<file path="src/hw/rtl/lsd_pkg.sv">
package lsd_pkg;

	localparam int VAL_W = 32;
	localparam int POS_W = 5;
	localparam int CNT_W = 6;

	typedef enum logic [1:0] {
		MODE_APPEND = 2'd0,
		MODE_REMOVE = 2'd1,
		MODE_DEDUPE = 2'd2,
		MODE_READ   = 2'd3
	} mode_t;

	localparam logic [1:0] ST_OK    = 2'd0;
	localparam logic [1:0] ST_EMPTY = 2'd1;
	localparam logic [1:0] ST_FULL  = 2'd2;

	typedef struct packed {
		logic rot;
		logic app;
		logic clr;
		logic copy;
	} ctl_t;

endpackage

</file>
<file path="src/hw/rtl/lsd_cell.sv">
module lsd_cell #(
	parameter int IDX = 0,
	parameter int CW  = 6
) (
	input  logic                        clk,
	input  logic                        arst_n,
	input  lsd_pkg::ctl_t               ctl,
	input  logic [CW-1:0]               count,
	input  logic [lsd_pkg::VAL_W-1:0]   in_value,
	input  logic [lsd_pkg::VAL_W-1:0]   head,
	input  logic [lsd_pkg::VAL_W-1:0]   nxt,
	input  logic                        tok_in_v,
	input  logic [lsd_pkg::VAL_W-1:0]   tok_in_d,
	output logic [lsd_pkg::VAL_W-1:0]   val,
	output logic                        tok_out_v,
	output logic [lsd_pkg::VAL_W-1:0]   tok_out_d,
	output logic                        store,
	output logic                        busy
);
	import lsd_pkg::*;

	localparam logic [CW-1:0] IDX_C = CW'(IDX);

	logic [VAL_W-1:0] val_q;
	logic [VAL_W-1:0] kept_val_q;
	logic             keep_q;
	logic             tok_v_q;
	logic [VAL_W-1:0] tok_d_q;
	logic             hit;

	assign hit       = keep_q && (kept_val_q == tok_d_q);
	assign store     = tok_v_q && !keep_q;
	assign tok_out_v = tok_v_q && keep_q && !hit;
	assign tok_out_d = tok_d_q;
	assign busy      = tok_v_q;
	assign val       = val_q;

	always_ff @(posedge clk or negedge arst_n) begin
		if (!arst_n) begin
			keep_q  <= 1'b0;
			tok_v_q <= 1'b0;
		end else if (ctl.clr) begin
			keep_q  <= 1'b0;
			tok_v_q <= 1'b0;
		end else begin
			if (store)
				keep_q <= 1'b1;
			tok_v_q <= tok_in_v;
		end
	end

	always_ff @(posedge clk) begin
		tok_d_q <= tok_in_d;
		if (store)
			kept_val_q <= tok_d_q;
		if (ctl.copy)
			val_q <= kept_val_q;
		else if (ctl.app && (IDX_C == count))
			val_q <= in_value;
		else if (ctl.rot && (IDX_C < count))
			val_q <= ((IDX_C + CW'(1)) == count) ? head : nxt;
	end

endmodule

</file>
<file path="config.mk">
export PLATFORM = sky130hd
export DESIGN_NAME = lsd_cell
export DESIGN_NICKNAME = d
export VERILOG_FILES = /design/src/hw/rtl/lsd_pkg.sv /design/src/hw/rtl/lsd_cell.sv
export SDC_FILE = /design/constraint.sdc
export NUM_CORES = 1
export LEC_CHECK = 0
export ABC_CLOCK_PERIOD_IN_PS = 2800
export BUFFER_PORTS_ARGS = -buffer_cell sky130_fd_sc_hd__buf_2
export CAP_MARGIN = 10
export CORE_MARGIN = 2
export CORE_UTILIZATION = 47
export CTS_BUF_LIST = sky130_fd_sc_hd__clkbuf_8
export CTS_CLUSTER_DIAMETER = 150
export DETAILED_ROUTE_END_ITERATION = 10
export PLACE_DENSITY = 0.88
export REMOVE_ABC_BUFFERS = 1
export SYNTH_ARGS = -nofsm -noshare
export SYNTH_HDL_FRONTEND = slang
export SYNTH_SLANG_ARGS = --single-unit
</file>
<file path="constraint.sdc">
create_clock -name clk -period 2.8 [get_ports clk]
set_input_delay 0.56 -clock clk [delete_from_list [all_inputs] [get_ports clk]]
set_output_delay 0.56 -clock clk [all_outputs]
set_load 0.02 [all_outputs]
</file>
==> results.py <==
metrics = {
    "route": {
        "via_per_inst": 5.087,
        "drt_iter0_markers": 132,
        "wl_per_cell_um": 16.29,
        "drc": 0,
        "first_pass_iters": 4,
        "postRouteAntennaNets": 0,
        "num_vias": 3317,
        "routed_wl_um": 10620,
    },
    "clock_tree": {
        "cts_tree": "done",
        "htree_num_levels": 3,
        "clock-sinks": 98,
        "clkTransAtPathRegs_ns": 0.09,
        "cts_buffers": 9,
        "cts_buffer_depth": 2,
        "insertion_delay_ns": 0.34,
        "cts-root-buf": "clkbuf_8",
    },
    "worst_hold_path": {
        "hp-class": "primary input to flip-flop",
        "hold_path_depth": 1,
        "hold_end": "tok_out_d[30]",
        "hp-start": "tok_in_d[30]",
    },
    "yosys": {
        "yosys_warnings": 0,
        "seq_area_frac_synth_pct": 63.37,
        "synth-seq-cells": 98,
        "synth.avg_cell_area_um2": 12.49,
        "synthCells": 330,
        "yosysUniqueCellTypes": 22,
        "netlist_area_mm2": 0.004123,
    },
    "timing": {
        "max-slew-margin-rel_pct": 61.77,
        "fmax_ghz": 0.4281,
        "min_period_ns": 2.336,
        "rsz0062_at_grt": "false",
        "holdWs_ns": 0.3171,
        "fin_skew_ns": 0.009096,
        "worst_pin_slew_ns": 0.5722,
        "slew_violations": 0,
        "finalCritPeriodShare_pct": 83.43,
        "timing.final.ws_setup_ns": 0.4640,
        "setup_viol": 0,
        "finalHoldViolations": 0,
    },
    "grt": {
        "antenna_found_initial": 0,
        "grt_max_degree": 33,
        "grt.total_usage_pct": 21.85,
        "grt_overflow": 0,
        "grt_pass1_wl_um": 16440,
        "grt_pass1_vias": 3382,
    },
    "worst_setup_path": {
        "end_kind": "primary output",
        "crit_path_start_kind": "flip-flop",
        "path_class": "flip-flop to primary output",
        "r2r-start": "busy",
        "rrSetupSlack_ns": 1.19,
        "r2r_cells": 2,
        "critical_path_required_ns": 2.24,
        "path_max_fanout": 2,
        "worstPathArrival_ns": 1.78,
        "r2r-end": "kept_val_q[3]",
    },
    "final_layout": {
        "fin_util_pct": 63.73,
        "final_nets": 680,
        "drive_gt1_share_pct": 47.98,
        "fill_cells": 718,
        "diodes": 0,
        "area_delta_synth_final_pct": 32.84,
        "fin_cells": 652,
        "design_area_mm2": 0.005477,
    },
    "power": {
        "powerDensity_mw_per_mm2": 554.3,
        "ir_drop_uv": 291.2,
        "leakagePower_nw": 2.450,
    },
    "placement": {
        "dpl.cell_count": 635,
        "portBuffers": 207,
        "place_congestion": 0.7939,
        "placed_area_mm2": 0.005261,
        "hpwl_um": 7941,
        "place_ws_ns": 0.7131,
    },
    "die": {
        "io_pins": 208,
        "core-area_mm2": 0.008593,
        "die_y_um": 97.66,
        "initial_utilization_pct": 47.98,
        "die_area_mm2": 0.009537,
        "rows": 34,
        "die_w_um": 97.66,
    },
    "run": {
        "maxCapViolCount": 0,
    },
    "run_status": {
        "status": "complete, no violations",
    },
}
## placed cells by master, fill, tap and decap left out
| cell type | count |
|---|---|
| inv_1 | 1 |
| clkbuf_8 | 11 |
| nand4b_1 | 1 |
| nand4_1 | 8 |
| nand3b_1 | 1 |
| nor3_4 | 1 |
| nor2b_4 | 1 |
| o41ai_1 | 2 |
| o211a_4 | 1 |
| nor2b_1 | 1 |
| buf_4 | 6 |
| a21oi_1 | 1 |
| clkinvlp_4 | 2 |
| o21ai_0 | 1 |
| clkinv_2 | 1 |
| dfrtp_1 | 2 |
| dlygate4sd3_1 | 1 |
| bufinv_16 | 1 |
| buf_2 | 207 |
| xnor2_1 | 32 |
| nand3_1 | 1 |
| o41ai_2 | 30 |
| nand2_1 | 34 |
| nor2_1 | 99 |
| edfxtp_1 | 64 |
| dfxtp_1 | 32 |
| nor4_1 | 2 |
## flip-flops by register name (all words and copies together), names as in the netlist
signal      cells
keep_q          1
busy            1
kept_val_q     32
tok_out_d      32
val            32
## how the worst max path moves through the flow
stage                 to            from  cells after the start
5_1_grt        tok_out_v  kept_val_q[23]                      5
4_1_cts        tok_out_v  kept_val_q[23]                      5
3_5_place_dp      val[4]        count[5]                      5
3_3_place_gp   tok_out_v  kept_val_q[23]                      5
6_report       tok_out_v  kept_val_q[23]                      5
2_1_floorplan     val[0]        count[5]                      3
## where the power goes
part           total [mW]  switching (mW)  internal, mW
registers            1.69          0.0520          1.64
clock network       0.914           0.457         0.458
logic               0.429           0.236         0.193
total                3.04           0.744          2.29
## metrics by stage
step                      setup TNS [ns]  total power [mW]
after floorplan                   -9.851             1.933
after global placement                 0             2.141
after detailed placement               0             2.156
after CTS                              0             3.063
after global routing                   0             3.164
final                                  0             3.035
## synth_stat cells (all sizes together)
master	n	area, um^2
a21oi	1	5.000
o41ai	32	505.5
dfrtp	2	50.05
nand2	34	127.6
edfxtp	64	1922
nor2b	2	12.51
xnor2	32	280.3
dfxtp	32	640.6
nor2	99	371.6
nor4	2	12.51
nor3	1	16.27
o21ai	1	5.000
nand4	8	50.05
nand3b	1	7.510
clkbuf	10	37.54
nand4b	1	8.760
o211a	1	17.52
buf	6	47.54
nand3	1	5.000
## per-layer routing
layer	global-route usage (%)	vias up	part of all wire [%]
met4	5.662	0	1.2
met2	38.67	128	53
met3	4.892	10	6.1
met5	0	-	0
met1	27.07	1586	40
li1	-	1593	-
## timing repair
| item | in CTS | in global routing |
|---|---|---|
| resized for setup | 0 | 0 |
| endpoints found under the setup margin | 0 | 0 |
| hold endpoints to repair | 2 | 0 |
| setup buffers | 0 | 0 |
| hold buffers | 1 | 0 |
## critical path, stage by stage, from the launching register on
cell      delay (ns)
edfxtp_1        0.41
xnor2_1         0.18
nand4_1         0.18
nor4_1          0.39
a21oi_1         0.12
buf_2           0.18
## area by class of cell
cell class                 instances  area (um^2)  area share [%]
sequential                        98         2613           47.70
timing repair buffer             214         1091           19.92
tap                              108        135.1           2.467
clock inverter                     5        53.80          0.9824
clock buffer                      11        151.4           2.764
multi-input combinational        216         1433           26.16
## logic make-up (layout without fill, tap and decap cells)
group	count (synthesis)	count (layout)	share of synthesized area, %
xor+xnor	32	32	6.798
compound gates	35	35	12.93
buf+inv	16	230	2.064
simple gates	149	149	14.84
flops	98	98	63.37
No activity file was read; power rests on OpenSTA's default activity.
