<file path="src/hw/rtl/lsd_pkg.sv">
package lsd_pkg;

	localparam int VAL_W = 32;
	localparam int POS_W = 5;
	localparam int CNT_W = 6;

	typedef enum logic [1:0] {
		MODE_APPEND = 2'd0,
		MODE_REMOVE = 2'd1,
		MODE_DEDUPE = 2'd2,
		MODE_READ   = 2'd3
	} mode_t;

	localparam logic [1:0] ST_OK    = 2'd0;
	localparam logic [1:0] ST_EMPTY = 2'd1;
	localparam logic [1:0] ST_FULL  = 2'd2;

	typedef struct packed {
		logic rot;
		logic app;
		logic clr;
		logic copy;
	} ctl_t;

endpackage

</file>
<file path="src/hw/rtl/lsd_ctrl.sv">
module lsd_ctrl #(
	parameter int DEPTH = 32,
	parameter int CW    = 6
) (
	input  logic                        clk,
	input  logic                        arst_n,
	input  logic                        item_valid,
	output logic                        item_ready,
	input  logic [1:0]                  mode,
	input  logic [lsd_pkg::VAL_W-1:0]   head,
	input  logic                        busy,
	input  logic                        store_any,
	output lsd_pkg::ctl_t               ctl,
	output logic                        feed_v,
	output logic [CW-1:0]               count,
	output logic                        res_valid,
	input  logic                        res_ready,
	output logic [lsd_pkg::VAL_W-1:0]   out_value,
	output logic [lsd_pkg::POS_W-1:0]   position,
	output logic                        last_of_run,
	output logic [1:0]                  status,
	output logic [lsd_pkg::CNT_W-1:0]   entry_count
);
	import lsd_pkg::*;

	localparam logic [CW-1:0] DEPTH_C = CW'(DEPTH);

	typedef enum logic [2:0] {
		S_IDLE,
		S_READ,
		S_FEED,
		S_DRAIN,
		S_COPY
	} state_t;

	state_t           state_q;
	logic [CW-1:0]    cnt_q;
	logic [CW-1:0]    idx_q;
	logic [CW-1:0]    kept_q;
	logic             out_free;
	logic             acc;
	logic [CW+POS_W-1:0] pos_ext;
	logic [CW+CNT_W-1:0] cnt_ext;
	logic [CW+CNT_W-1:0] kept_ext;
	logic [CW+CNT_W-1:0] inc_ext;
	logic [CW+CNT_W-1:0] dec_ext;

	assign out_free   = !res_valid || res_ready;
	assign item_ready = (state_q == S_IDLE) && out_free;
	assign acc        = item_valid && item_ready;
	assign count      = cnt_q;
	assign pos_ext    = {{POS_W{1'b0}}, idx_q};
	assign cnt_ext    = {{CNT_W{1'b0}}, cnt_q};
	assign kept_ext   = {{CNT_W{1'b0}}, kept_q};
	assign inc_ext    = {{CNT_W{1'b0}}, cnt_q + CW'(1)};
	assign dec_ext    = {{CNT_W{1'b0}}, cnt_q - CW'(1)};

	always_comb begin
		ctl    = '0;
		feed_v = 1'b0;
		unique case (state_q)
			S_IDLE: begin
				if (acc && (mode_t'(mode) == MODE_APPEND) && (cnt_q != DEPTH_C))
					ctl.app = 1'b1;
				if (acc && (mode_t'(mode) == MODE_DEDUPE) && (cnt_q != '0))
					ctl.clr = 1'b1;
			end
			S_READ:  ctl.rot = out_free;
			S_FEED: begin
				ctl.rot = 1'b1;
				feed_v  = 1'b1;
			end
			S_DRAIN: ctl = '0;
			S_COPY:  ctl.copy = out_free;
			default: ctl = '0;
		endcase
	end

	always_ff @(posedge clk or negedge arst_n) begin
		if (!arst_n) begin
			state_q     <= S_IDLE;
			cnt_q       <= '0;
			idx_q       <= '0;
			kept_q      <= '0;
			res_valid   <= 1'b0;
			out_value   <= '0;
			position    <= '0;
			last_of_run <= 1'b0;
			status      <= ST_OK;
			entry_count <= '0;
		end else begin
			if (res_valid && res_ready)
				res_valid <= 1'b0;
			if (store_any)
				kept_q <= kept_q + CW'(1);
			unique case (state_q)
				S_IDLE: begin
					if (acc) begin
						out_value   <= '0;
						position    <= '0;
						last_of_run <= 1'b1;
						status      <= ST_OK;
						entry_count <= cnt_ext[CNT_W-1:0];
						idx_q       <= '0;
						kept_q      <= '0;
						res_valid   <= 1'b1;
						unique case (mode_t'(mode))
							MODE_APPEND: begin
								if (cnt_q == DEPTH_C) begin
									status <= ST_FULL;
								end else begin
									cnt_q       <= cnt_q + CW'(1);
									entry_count <= inc_ext[CNT_W-1:0];
								end
							end
							MODE_REMOVE: begin
								if (cnt_q == '0) begin
									status <= ST_EMPTY;
								end else begin
									cnt_q       <= cnt_q - CW'(1);
									entry_count <= dec_ext[CNT_W-1:0];
								end
							end
							MODE_DEDUPE: begin
								if (cnt_q != '0) begin
									res_valid <= 1'b0;
									state_q   <= S_FEED;
								end
							end
							MODE_READ: begin
								if (cnt_q == '0) begin
									status <= ST_EMPTY;
								end else begin
									res_valid <= 1'b0;
									state_q   <= S_READ;
								end
							end
							default: state_q <= S_IDLE;
						endcase
					end
				end
				S_READ: begin
					if (out_free) begin
						res_valid   <= 1'b1;
						out_value   <= head;
						position    <= pos_ext[POS_W-1:0];
						last_of_run <= (idx_q + CW'(1)) == cnt_q;
						status      <= ST_OK;
						entry_count <= cnt_ext[CNT_W-1:0];
						idx_q       <= idx_q + CW'(1);
						if ((idx_q + CW'(1)) == cnt_q)
							state_q <= S_IDLE;
					end
				end
				S_FEED: begin
					idx_q <= idx_q + CW'(1);
					if ((idx_q + CW'(1)) == cnt_q)
						state_q <= S_DRAIN;
				end
				S_DRAIN: begin
					if (!busy)
						state_q <= S_COPY;
				end
				S_COPY: begin
					if (out_free) begin
						res_valid   <= 1'b1;
						out_value   <= '0;
						position    <= '0;
						last_of_run <= 1'b1;
						status      <= ST_OK;
						entry_count <= kept_ext[CNT_W-1:0];
						cnt_q       <= kept_q;
						state_q     <= S_IDLE;
					end
				end
				default: state_q <= S_IDLE;
			endcase
		end
	end

endmodule

</file>
<file path="config.mk">
export PLATFORM = sky130hd
export DESIGN_NAME = lsd_ctrl
export DESIGN_NICKNAME = d
export VERILOG_FILES = /design/src/hw/rtl/lsd_pkg.sv /design/src/hw/rtl/lsd_ctrl.sv
export SDC_FILE = /design/constraint.sdc
export NUM_CORES = 1
export LEC_CHECK = 0
export ABC_AREA = 1
export BUFFER_PORTS_ARGS = -buffer_cell sky130_fd_sc_hd__buf_2
export CORE_MARGIN = 3
export CORE_UTILIZATION = 25
export DETAILED_ROUTE_END_ITERATION = 6
export HOLD_SLACK_MARGIN = 0.1
export PLACE_DENSITY = 0.53
export SETUP_SLACK_MARGIN = 0.02
export SYNTH_ARGS = -nofsm -noshare
export SYNTH_HDL_FRONTEND = slang
export SYNTH_SLANG_ARGS = --single-unit
</file>
<file path="constraint.sdc">
create_clock -name clk -period 2 [get_ports clk]
set_clock_uncertainty 0.1 [all_clocks]
set_input_delay 0.6 -clock clk [delete_from_list [all_inputs] [get_ports clk]]
set_output_delay 0.6 -clock clk [all_outputs]
set_load 0.05 [all_outputs]
</file>
==> reports/qor.yml, run 1 <==
timing.slew.headroom_pct: 73.9
path_max_fanout: 3
fillCellCount: 1345
synthMostInstantiatedCell: "nand2_1"
status: "finished with violations"
power_uw: 9540
layout.nets: 599
clk_latency_ns: 0.33
cts.path.max_buffers: 2
synth_commonest_cells: "nand2_1, dfrtp_1, nor2_1"
die_h_um: 123
slew_violations: 0
h-tree-depth: 3
rsz0062_at_grt: "yes"
fin_crit_sh_pct: 111
synth_warnings: 0
grt_util_all_layers_pct: 14.0
min_path_type: "in2async"
timing.final.ws_setup_ns: -0.228
max_freq_mhz: 449
syn-cell-area_mm2: 0.00342
synth_ff_type: "dfrtp_1"
critPathArrivalTime_ns: 1.53
synth.distinct_cells: 36
synth_top_area_share_pct: 49.8
final.setup.tns_ns: -0.877
synthTopCellsByArea: "dfrtp_1, nand2_1, a22o_1"
ir_drop_uv: 875
antenna_found_initial: 0
violations: "setup timing"
holdBufCountCts: 0
critPathMostFrequentCell: "nor2_4"
finalHoldViolations: 0
wl_um: 10300
first_global_vias: 3314
avgSynthCellArea_um2: 8.68
cts_tree: "built"
async_flop_share_pct: 100
crit_chain: "inv_4 > ha_4 > nand2_4 > nor2_4 > nand3_2 > nand2_2 > nor2_4 > buf_6"
first_pass_iters: 4
critPathSlowestCell: "dfrtp_2"
wl_per_cell_um: 14.0
drc: 0
grt_overflow: 0
n_antenna_cell: 0
area_delta_synth_final_pct: 49.0
dieArea_mm2: 0.0151
tightestPinTransition_ns: 0.392
criticalPathCategory: "reg2out"
cts.sinks: 68
initial_core_util_pct: 25.7
place_congestion: 0.831
ant_nets: 0
place_ws_ns: -0.234
coreArea_mm2: 0.0133
hpwl_um: 7760
grt_pass1_wl_um: 16500
numCtsBuffers: 9
drv_cap: 0
total_leakage_power_uw: 0.00264
critPathLaunchType: "flop"
ios: 99
path_delay_family: "simple AND/OR/NAND/NOR gates"
yosysSeqAreaShare_pct: 49.8
synth_top_area_cell: "dfrtp_1"
die_w_um: 123
end_kind: "output port"
slowest_delay_ns: 0.42
drive_above_1_share_pct: 40.0
grt_max_degree: 69
io_buffer_count: 98
synth_edf_count: 0
synth_nets: 438
synth_seq_cells: 68
setup_viol: 6
drtIter0Drc: 197
required_ns: 1.30
post-route-min-period_ns: 2.23
worst-path-buf-inv: 2
vias_per_cell: 4.56
cts_root_buf: "clkbuf_16"
rows: 42
p_per_area_mw_per_mm2: 1870
clk_pin_slew_ns: 0.06
num_vias: 3354
synthCells: 394
==> cells in the final DEF (no fill, tap or decap), types with 3 or more instances in the layout <==
master and n:
a21boi_1 6, a21oi_1 12, a22o_1 32, a2bb2oi_1 3, buf_12 3, buf_2 92
buf_4 56, buf_6 7, buf_8 4, clkbuf_16 9, clkinv_2 3, dfrtp_1 62
dfrtp_2 6, inv_1 26, inv_2 6, inv_4 7, nand2_1 80, nand2_2 5
nand2_4 4, nand3_1 31, nand4_1 4, nor2_1 31, nor2_4 9, nor3_1 5
o21ai_0 12, o21ai_1 7, o22ai_1 5, or2_1 4
==> layer usage <==
metal  wire length, um  global-route usage [%]  vias to the layer above
met2              4840                    22.5                      102
met5                 0                       0                        -
li1                  -                       -                     1655
met1              4710                    18.6                     1592
met3               687                    3.84                        5
met4                70                    3.50                        0
==> registers in the layout, summed over array words and instances, names as in the netlist <==
register,flops
state_q,3
res_valid,1
idx_q,6
status,2
position,5
last_of_run,1
kept_q,6
out_value,32
count,6
entry_count,6
==> cells by family after synthesis <==
family / Yosys count / share of synthesized area, %
xor+xnor: 3 / 0.769
flops: 68 / 49.8
simple gates: 182 / 23.0
compound gates: 84 / 17.7
fa+ha+maj: 4 / 1.46
mux: 1 / 0.293
buf+inv: 52 / 7.06
==> power breakdown <==
group / switching (uW) / total [uW] / internal, uW
logic: 3680 / 5820 / 2130
clock network: 574 / 1530 / 959
registers: 330 / 2190 / 1860
==> layout make-up <==
class | instances | area [um2] | share of cell area, %
flip-flops and latches | 68 | 1710 | 33.5
clock buffers | 11 | 233 | 4.57
repair buffers | 162 | 1080 | 21.2
well taps | 176 | 220 | 4.32
clock inverters | 5 | 52.6 | 1.03
multi-input cells | 274 | 1630 | 32.0
inverters | 40 | 168 | 3.29
==> path summary, 6_finish.rpt <==
kind / startpoint / endpoint / slack (ns) / depth (start not counted)
worst min register to register: position[1] / position[1] / 0.39 / 2
max in group asynchronous: arst_n / count[3] / 1.27 / 2
worst max-delay path: count[1] / ctl[2] / -0.23 / 8
worst max register to register: state_q[2] / out_value[7] / 0.13 / 11
worst min-delay path: arst_n / idx_q[0] / 0.18 / 2
min in group clk: position[1] / position[1] / 0.39 / 2
==> stage by stage <==
step / utilization (%) / area [um2] / hold slack (ns) / cells
final: 38.3 / 5090 / 0.178 / 736
after global placement: 34.7 / 4620 / 0.373 / 714
after CTS: 38.0 / 5050 / 0.210 / 734
after floorplan: - / 3520 / 0.204 / 394
after detailed placement: 34.7 / 4620 / 0.378 / 714
after global routing: 38.3 / 5090 / 0.225 / 736
==> what timing repair did <==
item                       CTS  global route
buffers inserted             4             2
pin swaps                    7             2
gates resized for setup     38             5
setup endpoints to repair    6             8
(Power assumes the default switching activity.)
==> run 2: changes to the inputs <==
Settings changed: BUFFER_PORTS_ARGS -buffer_cell sky130_fd_sc_hd__buf_2 to unset, DONT_BUFFER_PORTS set to 1, MAX_ROUTING_LAYER set to met4, PLACE_DENSITY 0.53 to 0.47.
==> run 2 against run 1 <==
Against the previous run: maximum frequency down 2.7%; sequential power grew 48%; power increased by 6.3%; sequential cell count is the same; global-route usage rose by 0.22 points; register-to-register slack got worse by 0.17 ns; the run ends with hold timing, setup timing left; utilization shrank 1.4 points.
==> reports/qor.yml, run 2 (same netlist as run 1, synthesis figures left out) <==
status: "finished with violations"
violations: "hold timing, setup timing"
numCtsBuffers: 9  # unchanged
slowest_delay_ns: 0.42  # about the same
io_buffer_count: 0  # -100%
n_antenna_cell: 0  # unchanged
timing.final.ws_setup_ns: -0.290  # -0.0620 ns
first_global_vias: 2970  # -10%
rows: 42  # unchanged
die_h_um: 123  # unchanged
finalHoldViolations: 68  # +68
required_ns: 1.30  # about the same
dieArea_mm2: 0.0151  # unchanged
fin_crit_sh_pct: 114  # +3.1 points
fillCellCount: 1328  # -1.3%
rr_startpoint: "state_q[0]"
crit_chain: "inv_4 > ha_4 > nand2_4 > nor2_4 > nand3_2 > nand2_4 > nor2_4 > buf_12"
die_w_um: 123  # unchanged
clk_latency_ns: 0.34  # about the same
min_path_type: "in2async"
max_freq_mhz: 437  # -2.7%
antenna_found_initial: 0  # unchanged
p_per_area_mw_per_mm2: 2070  # +10%
drc: 0  # unchanged
wl_um: 10600  # +2.7%
largest_reg_flops: 32  # unchanged
post-route-min-period_ns: 2.29  # +0.0620 ns
grt_max_degree: 69  # unchanged
place_congestion: 0.840  # +1.1%
initial_core_util_pct: 25.7  # unchanged
layout.nets: 508  # -15%
grt_overflow: 0  # unchanged
first_pass_iters: 4  # unchanged
coreArea_mm2: 0.0133  # unchanged
clk_pin_slew_ns: 0.06  # about the same
cts.path.max_buffers: 2  # unchanged
regMostFlops: "out_value"
final_common_cell: "nand2_1"
total_leakage_power_uw: 0.00232  # -12%
power_uw: 10100  # +6.3%
place_ws_ns: -0.110  # +0.124 ns
area_delta_synth_final_pct: 43.5
cts.sinks: 68  # unchanged
h-tree-depth: 3  # unchanged
final.setup.tns_ns: -2.14  # -1.26 ns
cp-startpoint: "count[1]"
critPathSlowestCell: "dfrtp_2"
criticalPathCategory: "reg2out"
drv_cap: 0  # unchanged
cts_tree: "built"
drtIter0Drc: 200  # +1.5%
end_kind: "output port"
path_max_fanout: 3  # unchanged
grt_pass1_wl_um: 15900  # -3.6%
grt_util_all_layers_pct: 14.2  # +0.22 points
num_vias: 3052  # -9.0%
cts_root_buf: "clkbuf_16"
ant_nets: 0  # unchanged
hold_slack_ns: -0.146  # -0.324 ns
critPathArrivalTime_ns: 1.59  # +0.06 ns
critPathLaunchType: "flop"
rsz0062_at_grt: "yes"
ir_drop_uv: 835  # -4.6%
vias_per_cell: 4.73  # +3.8%
drive_above_1_share_pct: 33.3  # -6.7 points
tightestPinTransition_ns: 0.557  # +0.164 ns
ios: 99  # unchanged
timing.slew.headroom_pct: 62.9  # -11 points
wl_per_cell_um: 16.4  # +17%
hpwl_um: 7310  # -5.9%
slew_violations: 0  # unchanged
layout_common_cells: "nand2_1, dfrtp_1, buf_4, a22o_1, nand3_1"
setup_viol: 39  # +33
run 2: area by class of cell:
type	count	area (um2)	share of cell area, %
multi-input combinational	274	1780	36.2
sequential	68	1710	34.9
timing repair buffer	71	678	13.8
clock buffer	12	256	5.23
tap	176	220	4.49
inverter	40	170	3.47
clock inverter	4	95.1	1.94
run 2: critical path: cells and delay by family, from the launching register on:
family | cells | cell delay (ns)
AND/OR/NAND/NOR | 5 | 0.48
flip-flops | 1 | 0.42
buffers and inverters | 2 | 0.21
adder cells (fa/ha/maj) | 1 | 0.14
run 2: report_power, final:
part           leakage [uW]  total (uW)  switching (uW)  internal (uW)
registers          0.000869        3250            1410           1840
logic               0.00128        5010            2800           2210
clock network      0.000173        1870             591           1280
total               0.00232       10100            4800           5340
run 2: final timing paths:
path | endpoint | slack [ns] | depth (start not counted)
min reg2reg | kept_q[0] | 0.45 | 1
max | ctl[2] | -0.29 | 8
max reg2reg | out_value[2] | -0.04 | 13
max in group asynchronous | count[1] | 1.82 | 0
min in group clk | kept_q[0] | 0.24 | 1
min | out_value[6] | -0.15 | 0
run 2: layer usage:
metal	up-vias	part of all wire [%]	global-route usage [%]
li1	1476	-	-
met1	1472	45	18.4
met2	84	48	20.3
met3	20	4.9	4.25
met4	0	2.3	6.58
met5	-	0	-
run 2: what timing repair did:
| item | 4_1_cts | 5_1_grt |
|---|---|---|
| cloned | 0 | 2 |
| setup buffers | 9 | 14 |
| endpoints found under the setup margin | 6 | 55 |
| hold endpoints to repair | 68 | 68 |
| gates resized for setup | 19 | 55 |
| pin swaps | 8 | 19 |
run 2: metrics by stage:
| step | util (%) | instance area [um2] | instances |
|---|---|---|---|
| after detailed placement | 30.8 | 4090 | 606 |
| after global placement | 30.8 | 4090 | 606 |
| after floorplan | - | 3520 | 394 |
| after global routing | 36.9 | 4910 | 645 |
| after CTS | 34.4 | 4580 | 631 |
| final | 36.9 | 4910 | 645 |
